## config.mk

```make
export PLATFORM = sky130hd
export DESIGN_NAME = obr_front
export DESIGN_NICKNAME = d
export VERILOG_FILES = /design/src/rtl/obr_pkg.sv /design/src/rtl/obr_front.sv
export SDC_FILE = /design/constraint.sdc
export NUM_CORES = 1
export LEC_CHECK = 0
export ABC_AREA = 1
export BUFFER_PORTS_ARGS = -buffer_cell sky130_fd_sc_hd__buf_2
export CAP_MARGIN = 20
export CELL_PAD_IN_SITES_DETAIL_PLACEMENT = 1
export CELL_PAD_IN_SITES_GLOBAL_PLACEMENT = 1
export CORE_MARGIN = 3
export CORE_UTILIZATION = 30
export DETAILED_ROUTE_END_ITERATION = 8
export PLACE_DENSITY = 0.6
export RECOVER_POWER = 25
export SLEW_MARGIN = 40
export SYNTH_ARGS = -nofsm -noshare
export SYNTH_HDL_FRONTEND = slang
export SYNTH_SLANG_ARGS = --single-unit
```

## constraint.sdc

```tcl
create_clock -name aclk -period 2.7 [get_ports aclk]
set_clock_uncertainty 0.1 [all_clocks]
set_input_delay 0 -clock aclk [delete_from_list [all_inputs] [get_ports aclk]]
set_output_delay 0 -clock aclk [all_outputs]
set_load 0.02 [all_outputs]
```

## src/rtl/obr_pkg.sv

```systemverilog
package obr_pkg;

    localparam int STORE_DEPTH_DEF = 4096;
    localparam int MAX_BATCH_DEF   = 64;

    localparam int CAP_W    = 13;
    localparam int POP_W    = 7;
    localparam int BYTE_W   = 8;
    localparam int ADDR_W   = 3;
    localparam int DATA_W   = 32;
    localparam int CAP_INIT = 4096;

    localparam logic [ADDR_W-3:0] REG_CAPACITY = 1'b0;

    typedef enum logic [1:0] {
        CMD_PUSH  = 2'd0,
        CMD_POP   = 2'd1,
        CMD_PEEK  = 2'd2,
        CMD_CLEAR = 2'd3
    } cmd_t;

    typedef struct packed {
        logic [1:0]        cmd;
        logic [BYTE_W-1:0] push_byte;
        logic [POP_W-1:0]  pop_request;
    } in_req_t;

    typedef struct packed {
        logic [BYTE_W-1:0] out_byte;
        logic              byte_valid;
        logic              last_of_run;
        logic [POP_W-1:0]  taken_count;
        logic [CAP_W-1:0]  fill_level;
        logic [CAP_W-1:0]  free_slots;
        logic              is_full;
        logic              is_empty;
    } out_res_t;

    typedef struct packed {
        cmd_t              op;
        logic [BYTE_W-1:0] data;
        logic [POP_W-1:0]  count;
    } op_req_t;

endpackage

```

## src/rtl/obr_front.sv

```systemverilog
module obr_front
    import obr_pkg::*;
#(
    parameter int MAX_BATCH = MAX_BATCH_DEF
) (
    input  logic    aclk,
    input  logic    aresetn,
    input  logic    s_valid,
    output logic    s_ready,
    input  in_req_t s_data,
    output logic    q_valid,
    input  logic    q_ready,
    output op_req_t q_data
);

    localparam logic [1:0] QUEUE_DEPTH = 2'd2;

    op_req_t    slot_reg [2];
    op_req_t    entry;
    logic       wr_ptr_reg, wr_ptr_next;
    logic       rd_ptr_reg, rd_ptr_next;
    logic [1:0] count_reg, count_next;
    logic       in_fire, out_fire;

    always_comb begin
        entry.op   = cmd_t'(s_data.cmd);
        entry.data = s_data.push_byte;
        if (s_data.pop_request > POP_W'(MAX_BATCH)) begin
            entry.count = POP_W'(MAX_BATCH);
        end else begin
            entry.count = s_data.pop_request;
        end
    end

    assign s_ready  = (count_reg != QUEUE_DEPTH);
    assign q_valid  = (count_reg != 2'd0);
    assign q_data   = slot_reg[rd_ptr_reg];
    assign in_fire  = s_valid && s_ready;
    assign out_fire = q_valid && q_ready;

    always_comb begin
        wr_ptr_next = in_fire ? ~wr_ptr_reg : wr_ptr_reg;
        rd_ptr_next = out_fire ? ~rd_ptr_reg : rd_ptr_reg;
        count_next  = count_reg;
        if (in_fire && !out_fire) begin
            count_next = count_reg + 2'd1;
        end else if (!in_fire && out_fire) begin
            count_next = count_reg - 2'd1;
        end
    end

    always_ff @(posedge aclk) begin
        if (!aresetn) begin
            wr_ptr_reg <= 1'b0;
            rd_ptr_reg <= 1'b0;
            count_reg  <= 2'd0;
        end else begin
            wr_ptr_reg <= wr_ptr_next;
            rd_ptr_reg <= rd_ptr_next;
            count_reg  <= count_next;
        end
    end

    always_ff @(posedge aclk) begin
        if (in_fire) begin
            slot_reg[wr_ptr_reg] <= entry;
        end
    end

endmodule

```

==> impl_metrics.env <==
export IMPL_p_per_area_mw_per_mm2=900
export IMPL_power_frac_comb_pct=30.1
export IMPL_nNetsFinal=197
export IMPL_seqPwrFrac_pct=41.2
export IMPL_final_core_util_pct=44.3
export IMPL_detail_route_wl_per_cell_um=13.2
export IMPL_power_total_uw=1960
export IMPL_drcViolationCount=0
export IMPL_path_class="flip-flop to output pin"
export IMPL_start_util_pct=32.5
export IMPL_die_w_um=78.9
export IMPL_switching_share_pct=29.2
export IMPL_insertedDiodeCount=0
export IMPL_grt_pass1_wl_mm=5.26
export IMPL_largest_reg_flops=34
export IMPL_timing_setup_tns_ns=0
export IMPL_start_kind="flip-flop"
export IMPL_cp_required_ns=2.60
export IMPL_cts_setup_buffers=0
export IMPL_ios=40
export IMPL_cts_path_max_buffers=2
export IMPL_firstDrtPassIters=4
export IMPL_grt_usage_pct=11.4
export IMPL_fp_dieArea_mm2=0.00622
export IMPL_stdcell_area_mm2=0.00217
export IMPL_rows=25
export IMPL_ir_worst_vdd_v=0.000394
export IMPL_leakage_uw=0.000895
export IMPL_cts_buffers=5
export IMPL_synth_commonest_cells="edfxtp_1, nor2_1, inv_1, mux2_4, nand2_1"
export IMPL_die_height_um=78.9
export IMPL_clkSinkCount=39
export IMPL_drtAntennaViolNets=0
export IMPL_synth_most_common_cell="edfxtp_1"
export IMPL_hold_path_class="primary input to flip-flop"
export IMPL_synth_area_mm2=0.00159
export IMPL_yosysWarnings=0
export IMPL_rsz0062_at_grt="no"
export IMPL_period_needed_ns=1.66
export IMPL_syn_inst=109
export IMPL_crit_fanout=13
export IMPL_slew_viol_final=0
export IMPL_place_gp_congestion=0.730
export IMPL_synth_top_cell_area_share_pct=64.1
export IMPL_async_flop_share_pct=0
export IMPL_finalHoldViolCount=0
export IMPL_port_buffers=39
export IMPL_internal_power_uw=1390
export IMPL_grt_max_degree=14
export IMPL_ff_latch_area_mm2=0.00112
export IMPL_core_area_mm2=0.00491
export IMPL_finalCritPeriodShare_pct=61.4
export IMPL_yosys_top_cells_area="edfxtp_1, mux2_4, dfxtp_1, mux2_2, nor2_1"
export IMPL_setup_viol=0
export IMPL_antenna_found_initial=0
export IMPL_cp_end_kind="output pin"
export IMPL_synth_edf_count=34
export IMPL_relSlewSlack_pct=80.5
export IMPL_grt_overflow=0
export IMPL_clk_latency_ns=0.29
export IMPL_dpl_cell_area_mm2=0.00188
export IMPL_grt_pass1_vias=1141
export IMPL_max_cap_viol_count=0
export IMPL_drt_initial_drc_count=30
export IMPL_yosysSeqAreaShare_pct=70.3
export IMPL_syn2layout_area_growth_pct=36.4
export IMPL_root_buffer="clkbuf_8"
export IMPL_synth_seq_cells=39
export IMPL_multi_input_area_um2=382
export IMPL_fillers=527
export IMPL_via_count=1040
export IMPL_max_freq_mhz=603
export IMPL_worst_pin_slew_ns=0.292
export IMPL_drive_gt1_share_pct=33.0
export IMPL_arrival_ns=1.56
export IMPL_cts_tree="done"
export IMPL_vias_per_cell=4.28
export IMPL_drt_wl_total_mm=3.20
export IMPL_dp_hpwl_mm=2.35
export IMPL_synthFlopType="edfxtp_1"
export IMPL_htreeDepth=2
export IMPL_yosys_area_top_type="edfxtp_1"
export IMPL_synth_area_per_cell_um2=14.6
export IMPL_p_sw_uw=572
export IMPL_clock_power_share_pct=28.7
export IMPL_synth_nets=131
export IMPL_clkSlewWorstSetupHoldPaths_ns=0.07
export IMPL_status="complete, no violations"
export IMPL_ys_types=17
==> cell usage in the layout (no fill, tap or decap) <==
master / instances
a21oi_1: 1
buf_2: 28
buf_4: 5
bufinv_16: 2
clkbuf_1: 12
clkbuf_8: 5
dfxtp_1: 5
dlygate4sd3_1: 18
edfxtp_1: 34
ha_1: 1
inv_1: 14
inv_2: 1
mux2_2: 7
mux2_4: 10
nand2_1: 10
nand3_1: 2
nand4_1: 1
nor2_1: 17
o21a_1: 1
o21ai_0: 2
==> routing by layer <==
layer / up-vias / global-route usage [%] / wire (um)
li1: 503 / - / -
met1: 495 / 12.3 / 1340
met2: 35 / 19.9 / 1610
met3: 7 / 3.63 / 181
met4: 0 / 5.67 / 76
met5: - / 0 / 0
==> power groups by stage <==
stage	clock [uW]	combinational, uW	sequential [uW]
floorplan	0	423	806
global placement	0	554	813
detailed placement	0	577	823
CTS	581	601	808
global route	604	646	819
finish	562	588	807
==> path summary, 6_finish.rpt <==
| kind | slack, ns | end | from | cells past startpoint |
|---|---|---|---|---|
| worst min register to register | 0.41 | flip-flop | rd_ptr_reg$_SDFFE_PN0P_ | 2 |
| worst min-delay path | 0.03 | wr_ptr_reg$_SDFFE_PN0P_ | s_valid | 4 |
| worst max-delay path | 1.04 | q_data[9] | flip-flop | 3 |
| worst max register to register | 1.14 | count_reg[1]$_SDFFE_PN0P_ | count_reg[0]$_SDFFE_PN0P_ | 10 |
==> worst max-delay path, cell delays in order (launching register included) <==
cell	delay, ns
dfxtp_1	0.43
buf_4	0.30
mux2_2	0.37
buf_2	0.16
==> through the flow <==
step / hold WS (ns) / cells / setup WS (ns)
finish: 0.0261 / 243 / 1.04
global route: 0.0620 / 243 / 0.919
CTS: 0.0201 / 243 / 0.995
detailed placement: 0.0960 / 217 / 1.17
global placement: 0.0893 / 217 / 1.31
floorplan: -0.00113 / 109 / 0.758
==> repair_timing <==
| item | CTS | global route |
|---|---|---|
| endpoints found under the hold margin | 39 | 0 |
| hold buffers | 18 | 0 |
| resized for setup | 0 | 0 |
==> area by class of cell <==
| type | count | share of cell area [%] |
|---|---|---|
| Multi-Input combinational cell | 52 | 17.5 |
| Clock buffer | 6 | 3.34 |
| Tap cell | 67 | 3.85 |
| Clock inverter | 2 | 2.76 |
| Inverter | 15 | 2.59 |
| Timing Repair Buffer | 62 | 18.4 |
| Sequential cell | 39 | 51.6 |
==> logic make-up (layout without fill, tap and decap cells) <==
family	Yosys count	in the layout	share of synthesized area [%]
flops	39	39	70.3
buf+inv	18	85	5.73
simple gates	30	30	7.38
fa+ha+maj	1	1	0.785
compound gates	4	4	1.41
mux	17	17	14.4
Power figures use the tool's default switching activity.
